### src/design/fqv_pkg.sv
// Shared types and constants for the FASTQ record validator.
`timescale 1ns / 1ps

package fqv_pkg;

  localparam int unsigned LenOutBits   = 24;
  localparam int unsigned CountOutBits = 32;
  localparam int unsigned BaseBits     = 48;

  localparam logic [7:0] ByteLf   = 8'd10;
  localparam logic [7:0] ByteCr   = 8'd13;
  localparam logic [7:0] ByteAt   = 8'h40;
  localparam logic [7:0] BytePlus = 8'h2b;

  localparam logic CmdData  = 1'b0;
  localparam logic CmdStart = 1'b1;

  localparam logic [1:0] LineHeader = 2'd0;
  localparam logic [1:0] LineSeq    = 2'd1;
  localparam logic [1:0] LinePlus   = 2'd2;
  localparam logic [1:0] LineQual   = 2'd3;

  localparam logic [1:0] PlusNone  = 2'd0;
  localparam logic [1:0] PlusExact = 2'd1;
  localparam logic [1:0] PlusOther = 2'd2;

  localparam logic [2:0] VerdictValid    = 3'd0;
  localparam logic [2:0] VerdictHeader   = 3'd1;
  localparam logic [2:0] VerdictPlus     = 3'd2;
  localparam logic [2:0] VerdictEmpty    = 3'd3;
  localparam logic [2:0] VerdictMismatch = 3'd4;

  typedef struct packed {
    logic                    record_done;
    logic [2:0]              verdict;
    logic [LenOutBits-1:0]   record_length;
    logic [CountOutBits-1:0] valid_records;
    logic [BaseBits-1:0]     total_bases;
    logic [CountOutBits-1:0] bad_header_count;
    logic [CountOutBits-1:0] plus_error_count;
    logic [CountOutBits-1:0] empty_seq_count;
    logic [CountOutBits-1:0] mismatch_count;
    logic [CountOutBits-1:0] skipped_lines;
    logic                    all_valid;
  } fqv_result_t;

endpackage

### src/design/fqv_parser.sv
// Per-byte line parser, record checker and saturating counters.
`timescale 1ns / 1ps

module fqv_parser #(
  parameter int unsigned LEN_BITS   = 24,
  parameter int unsigned COUNT_BITS = 32
) (
  input  logic                clk_i,
  input  logic                rst_ni,
  input  logic                en_i,
  input  logic                cmd_i,
  input  logic [7:0]          data_byte_i,
  output fqv_pkg::fqv_result_t result_o
);
  import fqv_pkg::*;

  localparam logic [LEN_BITS-1:0]   LenMax  = '1;
  localparam logic [COUNT_BITS-1:0] CntMax  = '1;
  localparam logic [BaseBits-1:0]   BaseMax = '1;
  localparam logic [LEN_BITS-1:0]   LenOne  = LEN_BITS'(1);
  localparam logic [COUNT_BITS-1:0] CntOne  = COUNT_BITS'(1);

  logic [1:0]            line_idx_q, line_idx_d;
  logic                  at_start_q, at_start_d;
  logic                  past_cr_q, past_cr_d;
  logic                  resync_q, resync_d;
  logic                  header_ok_q, header_ok_d;
  logic [1:0]            plus_q, plus_d;
  logic [LEN_BITS-1:0]   seq_len_q, seq_len_d;
  logic [LEN_BITS-1:0]   qual_len_q, qual_len_d;
  logic [COUNT_BITS-1:0] valid_cnt_q, valid_cnt_d;
  logic [BaseBits-1:0]   base_cnt_q, base_cnt_d;
  logic [COUNT_BITS-1:0] hdr_cnt_q, hdr_cnt_d;
  logic [COUNT_BITS-1:0] plus_cnt_q, plus_cnt_d;
  logic [COUNT_BITS-1:0] empty_cnt_q, empty_cnt_d;
  logic [COUNT_BITS-1:0] mis_cnt_q, mis_cnt_d;
  logic [COUNT_BITS-1:0] skip_cnt_q, skip_cnt_d;
  logic                  all_valid_q, all_valid_d;
  logic                  done;
  logic [2:0]            verdict;
  logic [LEN_BITS-1:0]   rlen;
  logic [BaseBits:0]     base_sum;

  assign base_sum = {1'b0, base_cnt_q} + (BaseBits + 1)'(seq_len_q);

  always_comb begin
    line_idx_d  = line_idx_q;
    at_start_d  = at_start_q;
    past_cr_d   = past_cr_q;
    resync_d    = resync_q;
    header_ok_d = header_ok_q;
    plus_d      = plus_q;
    seq_len_d   = seq_len_q;
    qual_len_d  = qual_len_q;
    valid_cnt_d = valid_cnt_q;
    base_cnt_d  = base_cnt_q;
    hdr_cnt_d   = hdr_cnt_q;
    plus_cnt_d  = plus_cnt_q;
    empty_cnt_d = empty_cnt_q;
    mis_cnt_d   = mis_cnt_q;
    skip_cnt_d  = skip_cnt_q;
    all_valid_d = all_valid_q;
    done        = 1'b0;
    verdict     = VerdictValid;
    rlen        = '0;

    if (cmd_i == CmdStart) begin
      line_idx_d  = LineHeader;
      at_start_d  = 1'b1;
      past_cr_d   = 1'b0;
      resync_d    = 1'b0;
      header_ok_d = 1'b0;
      plus_d      = PlusNone;
      seq_len_d   = '0;
      qual_len_d  = '0;
      valid_cnt_d = '0;
      base_cnt_d  = '0;
      hdr_cnt_d   = '0;
      plus_cnt_d  = '0;
      empty_cnt_d = '0;
      mis_cnt_d   = '0;
      skip_cnt_d  = '0;
      all_valid_d = 1'b1;
    end else if (resync_q) begin
      if (at_start_q) begin
        skip_cnt_d = (skip_cnt_q == CntMax) ? CntMax : skip_cnt_q + CntOne;
        if (data_byte_i == ByteAt) begin
          resync_d    = 1'b0;
          header_ok_d = 1'b1;
          line_idx_d  = LineHeader;
          past_cr_d   = 1'b0;
          at_start_d  = 1'b0;
        end else begin
          at_start_d = (data_byte_i == ByteLf);
        end
      end else if (data_byte_i == ByteLf) begin
        at_start_d = 1'b1;
      end
    end else if (data_byte_i == ByteLf) begin
      if (line_idx_q == LineQual) begin
        done = 1'b1;
        rlen = seq_len_q;
        priority if (!header_ok_q) begin
          verdict   = VerdictHeader;
          hdr_cnt_d = (hdr_cnt_q == CntMax) ? CntMax : hdr_cnt_q + CntOne;
          resync_d  = 1'b1;
        end else if (plus_q != PlusExact) begin
          verdict    = VerdictPlus;
          plus_cnt_d = (plus_cnt_q == CntMax) ? CntMax : plus_cnt_q + CntOne;
        end else if (seq_len_q == '0) begin
          verdict     = VerdictEmpty;
          empty_cnt_d = (empty_cnt_q == CntMax) ? CntMax : empty_cnt_q + CntOne;
        end else if (seq_len_q != qual_len_q) begin
          verdict   = VerdictMismatch;
          mis_cnt_d = (mis_cnt_q == CntMax) ? CntMax : mis_cnt_q + CntOne;
        end else begin
          verdict     = VerdictValid;
          valid_cnt_d = (valid_cnt_q == CntMax) ? CntMax : valid_cnt_q + CntOne;
          base_cnt_d  = base_sum[BaseBits] ? BaseMax : base_sum[BaseBits-1:0];
        end
        if (verdict != VerdictValid) begin
          all_valid_d = 1'b0;
        end
        line_idx_d  = LineHeader;
        header_ok_d = 1'b0;
        plus_d      = PlusNone;
        seq_len_d   = '0;
        qual_len_d  = '0;
      end else begin
        line_idx_d = line_idx_q + 2'd1;
      end
      at_start_d = 1'b1;
      past_cr_d  = 1'b0;
    end else if (past_cr_q) begin
      past_cr_d = past_cr_q;
    end else if (data_byte_i == ByteCr) begin
      past_cr_d  = 1'b1;
      at_start_d = 1'b0;
    end else begin
      unique case (line_idx_q)
        LineHeader: begin
          if (at_start_q) begin
            header_ok_d = (data_byte_i == ByteAt);
          end
        end
        LineSeq: begin
          seq_len_d = (seq_len_q == LenMax) ? LenMax : seq_len_q + LenOne;
        end
        LinePlus: begin
          plus_d = (plus_q == PlusNone && data_byte_i == BytePlus) ? PlusExact : PlusOther;
        end
        default: begin
          qual_len_d = (qual_len_q == LenMax) ? LenMax : qual_len_q + LenOne;
        end
      endcase
      at_start_d = 1'b0;
    end
  end

  always_comb begin
    result_o.record_done      = done;
    result_o.verdict          = verdict;
    result_o.record_length    = LenOutBits'(rlen);
    result_o.valid_records    = CountOutBits'(valid_cnt_d);
    result_o.total_bases      = base_cnt_d;
    result_o.bad_header_count = CountOutBits'(hdr_cnt_d);
    result_o.plus_error_count = CountOutBits'(plus_cnt_d);
    result_o.empty_seq_count  = CountOutBits'(empty_cnt_d);
    result_o.mismatch_count   = CountOutBits'(mis_cnt_d);
    result_o.skipped_lines    = CountOutBits'(skip_cnt_d);
    result_o.all_valid        = all_valid_d;
  end

  always_ff @(posedge clk_i or negedge rst_ni) begin
    if (!rst_ni) begin
      line_idx_q  <= LineHeader;
      at_start_q  <= 1'b1;
      past_cr_q   <= 1'b0;
      resync_q    <= 1'b0;
      header_ok_q <= 1'b0;
      plus_q      <= PlusNone;
      seq_len_q   <= '0;
      qual_len_q  <= '0;
      valid_cnt_q <= '0;
      base_cnt_q  <= '0;
      hdr_cnt_q   <= '0;
      plus_cnt_q  <= '0;
      empty_cnt_q <= '0;
      mis_cnt_q   <= '0;
      skip_cnt_q  <= '0;
      all_valid_q <= 1'b1;
    end else if (en_i) begin
      line_idx_q  <= line_idx_d;
      at_start_q  <= at_start_d;
      past_cr_q   <= past_cr_d;
      resync_q    <= resync_d;
      header_ok_q <= header_ok_d;
      plus_q      <= plus_d;
      seq_len_q   <= seq_len_d;
      qual_len_q  <= qual_len_d;
      valid_cnt_q <= valid_cnt_d;
      base_cnt_q  <= base_cnt_d;
      hdr_cnt_q   <= hdr_cnt_d;
      plus_cnt_q  <= plus_cnt_d;
      empty_cnt_q <= empty_cnt_d;
      mis_cnt_q   <= mis_cnt_d;
      skip_cnt_q  <= skip_cnt_d;
      all_valid_q <= all_valid_d;
    end
  end

endmodule

### src/design/fqv_out_buf.sv
// Output register with a skid stage for result transactions.
`timescale 1ns / 1ps

module fqv_out_buf (
  input  logic                 clk_i,
  input  logic                 rst_ni,
  input  logic                 push_i,
  input  fqv_pkg::fqv_result_t data_i,
  output logic                 full_o,
  output logic                 valid_o,
  input  logic                 stall_i,
  output fqv_pkg::fqv_result_t data_o
);
  import fqv_pkg::*;

  logic        main_valid_q, skid_valid_q;
  fqv_result_t main_q, skid_q;
  logic        pop;

  assign pop     = main_valid_q && !stall_i;
  assign full_o  = skid_valid_q;
  assign valid_o = main_valid_q;
  assign data_o  = main_q;

  always_ff @(posedge clk_i or negedge rst_ni) begin
    if (!rst_ni) begin
      main_valid_q <= 1'b0;
      skid_valid_q <= 1'b0;
    end else if (skid_valid_q) begin
      if (pop) begin
        skid_valid_q <= 1'b0;
      end
    end else if (push_i) begin
      if (!main_valid_q || pop) begin
        main_valid_q <= 1'b1;
      end else begin
        skid_valid_q <= 1'b1;
      end
    end else if (pop) begin
      main_valid_q <= 1'b0;
    end
  end

  always_ff @(posedge clk_i) begin
    if (skid_valid_q) begin
      if (pop) begin
        main_q <= skid_q;
      end
    end else if (push_i) begin
      if (!main_valid_q || pop) begin
        main_q <= data_i;
      end else begin
        skid_q <= data_i;
      end
    end
  end

endmodule

### src/design/fastq_record_validator.sv
// Top level of the FASTQ record validator.
//
//   Channel | Direction | Handshake              | Payload
//   in      | input     | in_valid_i, in_stall_o | cmd_i, data_byte_i
//   out     | output    | out_valid_o, out_stall_i | record_done_o .. all_valid_o
//
// Each byte transaction's result is registered in the result register, so one
// byte per cycle is sustained while the output is not stalled. The parse state and
// counters update in the accepting cycle; the result register with its skid
// stage lets input continue for one transaction while the output is stalled.
// Reset (rst_ni low) clears the parse state, the counters and both output stages.
`timescale 1ns / 1ps

module fastq_record_validator #(
  parameter int unsigned LEN_BITS   = 24,
  parameter int unsigned COUNT_BITS = 32
) (
  input  logic        clk_i,
  input  logic        rst_ni,
  input  logic        in_valid_i,
  output logic        in_stall_o,
  input  logic        cmd_i,
  input  logic [7:0]  data_byte_i,
  output logic        out_valid_o,
  input  logic        out_stall_i,
  output logic        record_done_o,
  output logic [2:0]  verdict_o,
  output logic [23:0] record_length_o,
  output logic [31:0] valid_records_o,
  output logic [47:0] total_bases_o,
  output logic [31:0] bad_header_count_o,
  output logic [31:0] plus_error_count_o,
  output logic [31:0] empty_seq_count_o,
  output logic [31:0] mismatch_count_o,
  output logic [31:0] skipped_lines_o,
  output logic        all_valid_o
);
  import fqv_pkg::*;

  logic        accept;
  logic        full;
  fqv_result_t result;
  fqv_result_t out_data;

  assign in_stall_o = full;
  assign accept     = in_valid_i && !full;

  fqv_parser #(
    .LEN_BITS  (LEN_BITS),
    .COUNT_BITS(COUNT_BITS)
  ) u_parser (
    .clk_i      (clk_i),
    .rst_ni     (rst_ni),
    .en_i       (accept),
    .cmd_i      (cmd_i),
    .data_byte_i(data_byte_i),
    .result_o   (result)
  );

  fqv_out_buf u_out_buf (
    .clk_i  (clk_i),
    .rst_ni (rst_ni),
    .push_i (accept),
    .data_i (result),
    .full_o (full),
    .valid_o(out_valid_o),
    .stall_i(out_stall_i),
    .data_o (out_data)
  );

  assign record_done_o      = out_data.record_done;
  assign verdict_o          = out_data.verdict;
  assign record_length_o    = out_data.record_length;
  assign valid_records_o    = out_data.valid_records;
  assign total_bases_o      = out_data.total_bases;
  assign bad_header_count_o = out_data.bad_header_count;
  assign plus_error_count_o = out_data.plus_error_count;
  assign empty_seq_count_o  = out_data.empty_seq_count;
  assign mismatch_count_o   = out_data.mismatch_count;
  assign skipped_lines_o    = out_data.skipped_lines;
  assign all_valid_o        = out_data.all_valid;

endmodule
### config.mk
export PLATFORM = sky130hd
export DESIGN_NAME = fastq_record_validator
export DESIGN_NICKNAME = d
export VERILOG_FILES = /design/src/design/fqv_pkg.sv /design/src/design/fqv_parser.sv /design/src/design/fqv_out_buf.sv /design/src/design/fastq_record_validator.sv
export SDC_FILE = /design/constraint.sdc
export NUM_CORES = 2
export LEC_CHECK = 0
export ABC_AREA = 1
export BUFFER_PORTS_ARGS = -buffer_cell sky130_fd_sc_hd__buf_2
export CORE_ASPECT_RATIO = 0.8
export CORE_MARGIN = 5
export CORE_UTILIZATION = 40
export CTS_BUF_LIST = sky130_fd_sc_hd__clkbuf_2 sky130_fd_sc_hd__clkbuf_4 sky130_fd_sc_hd__clkbuf_8
export DETAILED_ROUTE_END_ITERATION = 10
export SLEW_MARGIN = 20
export SYNTH_ARGS = -nofsm -noshare
export SYNTH_HDL_FRONTEND = slang
export SYNTH_SLANG_ARGS = --single-unit
### constraint.sdc
create_clock -name clk_i -period 15.9 [get_ports clk_i]
set_clock_uncertainty 0.2 [all_clocks]
set_input_delay 0.795 -clock clk_i [delete_from_list [all_inputs] [get_ports clk_i]]
set_output_delay 0.795 -clock clk_i [all_outputs]
set_load 0.02 [all_outputs]
# After elaboration in Yosys (flattened, before gate mapping)
# Cells that the tools add are included.
word_totals:
  register_bits: 837
  in_bits: 13
  out_inout_bits: 271
  word_cells: 259
classes:
  addsub: 10
  eq_ne: 29
  muxes: 148
  bitwise: 2
  n_reduce_logical: 30
ops:
  columns: ["cell", "count"]
  rows:
  - ["$mux 32", 43]
  - ["$mux 269", 4]
  - ["$mux 24", 19]
  - ["$mux 48", 9]
  - ["$add 32x1->32 const B", 6]
  - ["$eq 32x32->1 const B", 6]
  - ["$add 48x24->49", 1]
  - ["$add 24x1->24 const B", 2]
  - ["$eq 24x24->1 const B", 2]
  - ["$mux 1", 47]
  - ["$mux 3", 12]
  - ["$mux 2", 14]
  - ["$logic_not 24->1", 1]
  - ["$ne 24x24->1", 1]
  - ["$reduce_and 6->1", 3]
  - ["$eq 8x4->1 const B", 2]
  - ["$reduce_bool 3->1", 5]
  - ["$reduce_and 3->1", 4]
  - ["$ne 3x3->1 const B", 3]
  - ["$eq 8x6->1 const B", 1]
  - ["$eq 8x7->1 const B", 1]
  - ["$reduce_and 8->1", 1]
  - ["$ne 3x2->1 const B", 2]
  - ["$reduce_bool 2->1", 3]
  - ["other kinds (18)", 27]

# Longest topological paths before layout
depth:
  depth_word: 18
  ltp_mapped: 19
  ltp_nobuf: 18

# By module
# From an unflattened synthesis, not the netlist that was laid out.
hier_totals:
  hier_cells: 5298
  hier_area_um2: 44002.2
modules_own_cells:
  columns: ["module", "n_inst", "cells_each", "area_each_um2", "seq_area_each_um2"]
  rows:
  - ["fqv_parser", 1, 3870, 24235.7, 7434.6]
  - ["fqv_out_buf", 1, 1426, 19756.4, 16205.5]
  - ["fastq_record_validator", 1, 2, 10.0, 0.0]

# Worst setup path after synthesis
# Ideal clock, no wire load.
synth_path:
  path_type: "input to register"
  from: "input port in_valid_i"
  to: "register u_out_buf.main_q, in the netlist u_out_buf.data_o[0], enable pin"
  setup_time_ns: 0.989
  t_arrival_ns: 14.570
  required_ns: 14.711
  path_slack_ns: 0.141
  stages: 6
  path_buffers: 2
  path_cell_list: "nand2_1 > clkbuf_1 > inv_1 > clkbuf_1 > a21oi_1 > a21oi_1"
synth_between:
  elab_chain_len: 3
synth_lines:
  columns: ["item", "line", "source"]
  rows:
  - ["start: declaration", "fastq_record_validator.sv:20", "input logic in_valid_i,"]
  - ["$logic_and 1x1->1", "fastq_record_validator.sv:46", "assign accept = in_valid_i && !full;"]
  - ["$reduce_bool 2->1 (no line)", null, null]
  - ["$reduce_and 3->1 (no line)", null, null]
  - ["end signal: assignment", "fqv_out_buf.sv:47", "main_q <= skid_q;"]
  - ["end signal: assignment", "fqv_out_buf.sv:51", "main_q <= data_i;"]
  - ["end: declaration", "fqv_out_buf.sv:17", "fqv_result_t main_q, skid_q;"]
# Every way passes these cells.
# A chain may end at the register's enable or synchronous reset.

# Worst setup path in the final report
layout_path:
  from: "register u_out_buf.skid_valid_q (netlist: u_out_buf.full_o)"
  to: "register u_out_buf.main_q, in the netlist u_out_buf.data_o[260], enable pin"
layout_between:
  elab_chain_len: 4
  elab_cells_between_ends: 6
  classes_between: "eq/ne: 1; reduce/logical: 5"
layout_lines:
  columns: ["item", "line", "source"]
  rows:
  - ["start: declaration", "fqv_out_buf.sv:16", "logic main_valid_q, skid_valid_q;"]
  - ["start signal: assignment", "fqv_out_buf.sv:28", "skid_valid_q <= 1'b0;"]
  - ["start signal: assignment", "fqv_out_buf.sv:31", "skid_valid_q <= 1'b0;"]
  - ["start signal: assignment", "fqv_out_buf.sv:37", "skid_valid_q <= 1'b1;"]
  - ["$logic_not 1->1", "fastq_record_validator.sv:46", null]
  - ["$logic_and 1x1->1", "fastq_record_validator.sv:46", null]
  - ["$reduce_bool 2->1 (no line)", null, null]
  - ["$reduce_and 3->1 (no line) *", null, null]
# Mark *: on every way between the ends. The rest lies on a longest branch, timed or not.

==> flow_summary.json <==
{
  "drtAntennaViolNets": 0,
  "htree_levels": 4,
  "grt_pass1_vias": 32800,
  "cp_max_fo": 119,
  "synth_nets": 4995,
  "die_area_sq_um": 113000,
  "area_growth_pct": 13.9,
  "tns_ns": 0,
  "max_slew_margin_pct": 26.2,
  "worst_setup_path_start_kind": "register",
  "max-cap-violations": 0,
  "port_buffers": 283,
  "synth_top_area_share_pct": 38.0,
  "drt_iter0_drc": 3323,
  "cts_tree": "yes",
  "synth_cell_type_count": 66,
  "place_hpwl_microns": 85900,
  "ios": 284,
  "synth_area_leaders": "edfxtp_1 (38%), dfrtp_1 (17%), nand2_1 (13%)",
  "clk_latency_ns": 0.82,
  "p_per_area_nw_per_um2": 157,
  "grt_pass1_wl_microns": 192000,
  "overflow": 0,
  "gr-usage-met1_pct": 32.6,
  "hold_violations": 0,
  "met3_usage_pct": 3.85,
  "period_needed_ns": 6.02,
  "postSynth.asyncResetShare_pct": 35.7,
  "synth_seq_area_share_pct": 55.5,
  "drt-vias-per-instance": 5.18,
  "syn_area_per_cell_sq_um": 8.61,
  "routabilityCongestion": 0.925,
  "grtUsageMet2_pct": 32.2,
  "slew_violations": 0,
  "ys_seq_elements": 837,
  "yosys.area.top_type": "edfxtp_1",
  "netlist_area_sq_um": 42600,
  "design.core.area_sq_um": 106000,
  "clock_sinks": 837,
  "dr.pass1.iters": 8,
  "die_y_microns": 302,
  "p_leak_nw": 20.8,
  "netlist_instances": 4944,
  "routedWlPerCell_microns": 18.4,
  "max_stage_delay_ns": 0.79,
  "drc": 0,
  "path_clk_slew_ns": 0.06,
  "hold_path_class": "in -> reg",
  "numCtsBuffers": 141,
  "wirelength_microns": 124000,
  "synth-edff-count": 538,
  "start_util_pct": 40.1,
  "post_cts_resize_count": 0,
  "endpoint_kind": "register",
  "synth_ff_type": "edfxtp_1",
  "yosys_warnings": 0,
  "rsz0062_at_grt": "no",
  "fp.dieW_microns": 375,
  "path_class": "reg -> reg",
  "slowest_stage": "inv_6",
  "clockRootBuffer": "clkbuf_8",
  "cts_setup_buffers": 0,
  "grt-busiest-layer": "met1",
  "critPathArrivalTime_ns": 6.25,
  "finalNetCount": 5266,
  "grt_max_degree": 120,
  "drive_gt1_share_pct": 13.1,
  "path_cells": "inv_6 -> nand2_4 -> inv_6 -> a21oi_1 -> a21oi_4 -> buf_4 -> buf_12 -> buf_4",
  "max_freq_mhz": 166,
  "cts_buffer_depth": 3,
  "period_share_pct": 37.9,
  "finalPower_mw": 7.62,
  "via_count": 34900,
  "tightest_slew_ns": 1.11,
  "track_usage_pct": 21.6,
  "worstPathRequired_ns": 16.13,
  "status": "completed",
  "vdd_ir_drop_max_mv": 0.0929,
  "antenna_found_initial": 2,
  "rows": 107,
  "setup_viol": 0
}
## synthesized netlist by cell type, drive strengths merged (4+ instances only)
master  number
a211oi       4
a21boi       6
a21o         8
a21oi      148
a221oi       5
a31oi       43
buf         44
clkbuf     146
dfrtp      297
edfxtp     538
ha          37
inv        543
nand2     1503
nand3      273
nand3b      12
nand4       80
nor2       358
nor3       127
nor4        28
o211ai      13
o21a         7
o21ai      522
o22ai       25
or2         33
xnor2       19
xor2        95
## critical path: cells and delay by family (launching register included)
family                 cells  cell delay, ns
AO/OA/AOI/OAI              2            0.99
flip-flops                 1            0.71
buffers and inverters      5            3.00
AND/OR/NAND/NOR            1            0.56
## layer usage
layer / up-vias / part of all wire, %
met5: - / 0
met4: 0 / 1.9
met3: 161 / 6.3
met2: 1058 / 43
met1: 16700 / 48
li1: 17000 / -
## path summary, 6_finish.rpt
| check | from | to | slack [ns] | depth (start not counted) |
|---|---|---|---|---|
| min in group asynchronous | rst_ni | u_parser.seq_len_q[23] | 0.41 | 2 |
| setup / recovery | u_out_buf.full_o | u_out_buf.data_o[260] | 9.88 | 8 |
| hold / removal | out_stall_i | u_out_buf.full_o | 0.11 | 3 |
| setup reg to reg | u_out_buf.full_o | u_out_buf.data_o[260] | 9.88 | 8 |
| max in group asynchronous | rst_ni | u_parser.resync_q | 13.19 | 4 |
| hold reg to reg | u_parser.skip_cnt_q[30] | u_parser.skip_cnt_q[30] | 0.29 | 2 |
## power by group
group	total [mW]	switching [mW]	leakage, nW	internal [mW]
registers	3.32	0.360	9.29	2.96
logic	2.17	1.63	9.85	0.543
clock network	2.14	0.925	1.65	1.21
## area by class of cell
class	instances	area, sq um
fill	10400	57600
sequential	837	23600
multi-input combinational	3371	16100
clock buffer	208	2580
inverter	546	2070
tap	1417	1770
timing repair buffer	318	1710
clock inverter	53	544
antenna	2	5.00
## what timing repair did
action / in CTS / in global routing
setup endpoints to repair: 0 / 0
hold buffers: 1 / 0
hold endpoints to repair: 96 / 0
## cells in the final DEF (no fill, tap or decap), types with 24 or more instances in the layout
master	count
a21oi_1	121
buf_2	281
dfrtp_1	295
inv_2	28
xor2_1	95
clkbuf_4	45
o22ai_1	25
nor3_1	118
o21ai_1	41
edfxtp_1	538
clkbuf_8	163
nand2_1	1491
nor4_1	24
a21oi_2	26
buf_4	34
inv_1	512
nand3_1	269
nor2_1	336
a31oi_1	43
ha_1	37
o21ai_0	476
nand4_1	80
## kinds of logic after synthesis
kind of cell,count (synthesis),share of synthesized area (%)
simple gates,2423,24.1
flops,837,55.5
compound gates,795,10.2
buf+inv,736,6.61
xor+xnor,114,2.35
fa+ha+maj,38,1.13
mux,1,0.0265
## through the flow
| stage | setup slack [ns] | hold slack (ns) | area, sq um | utilization [%] | std cells |
|---|---|---|---|---|---|
| finish | 9.88 | 0.112 | 48500 | 45.7 | 6752 |
| floorplan | 0.141 | 0.253 | 42600 | - | 4944 |
| global placement | 9.66 | 0.271 | 45300 | 42.7 | 6487 |
| detailed placement | 9.62 | 0.274 | 45300 | 42.7 | 6487 |
| CTS | 9.59 | 0.0366 | 48400 | 45.7 | 6749 |
| global route | 9.32 | 0.104 | 48500 | 45.7 | 6751 |
(Power assumes the default switching activity.)
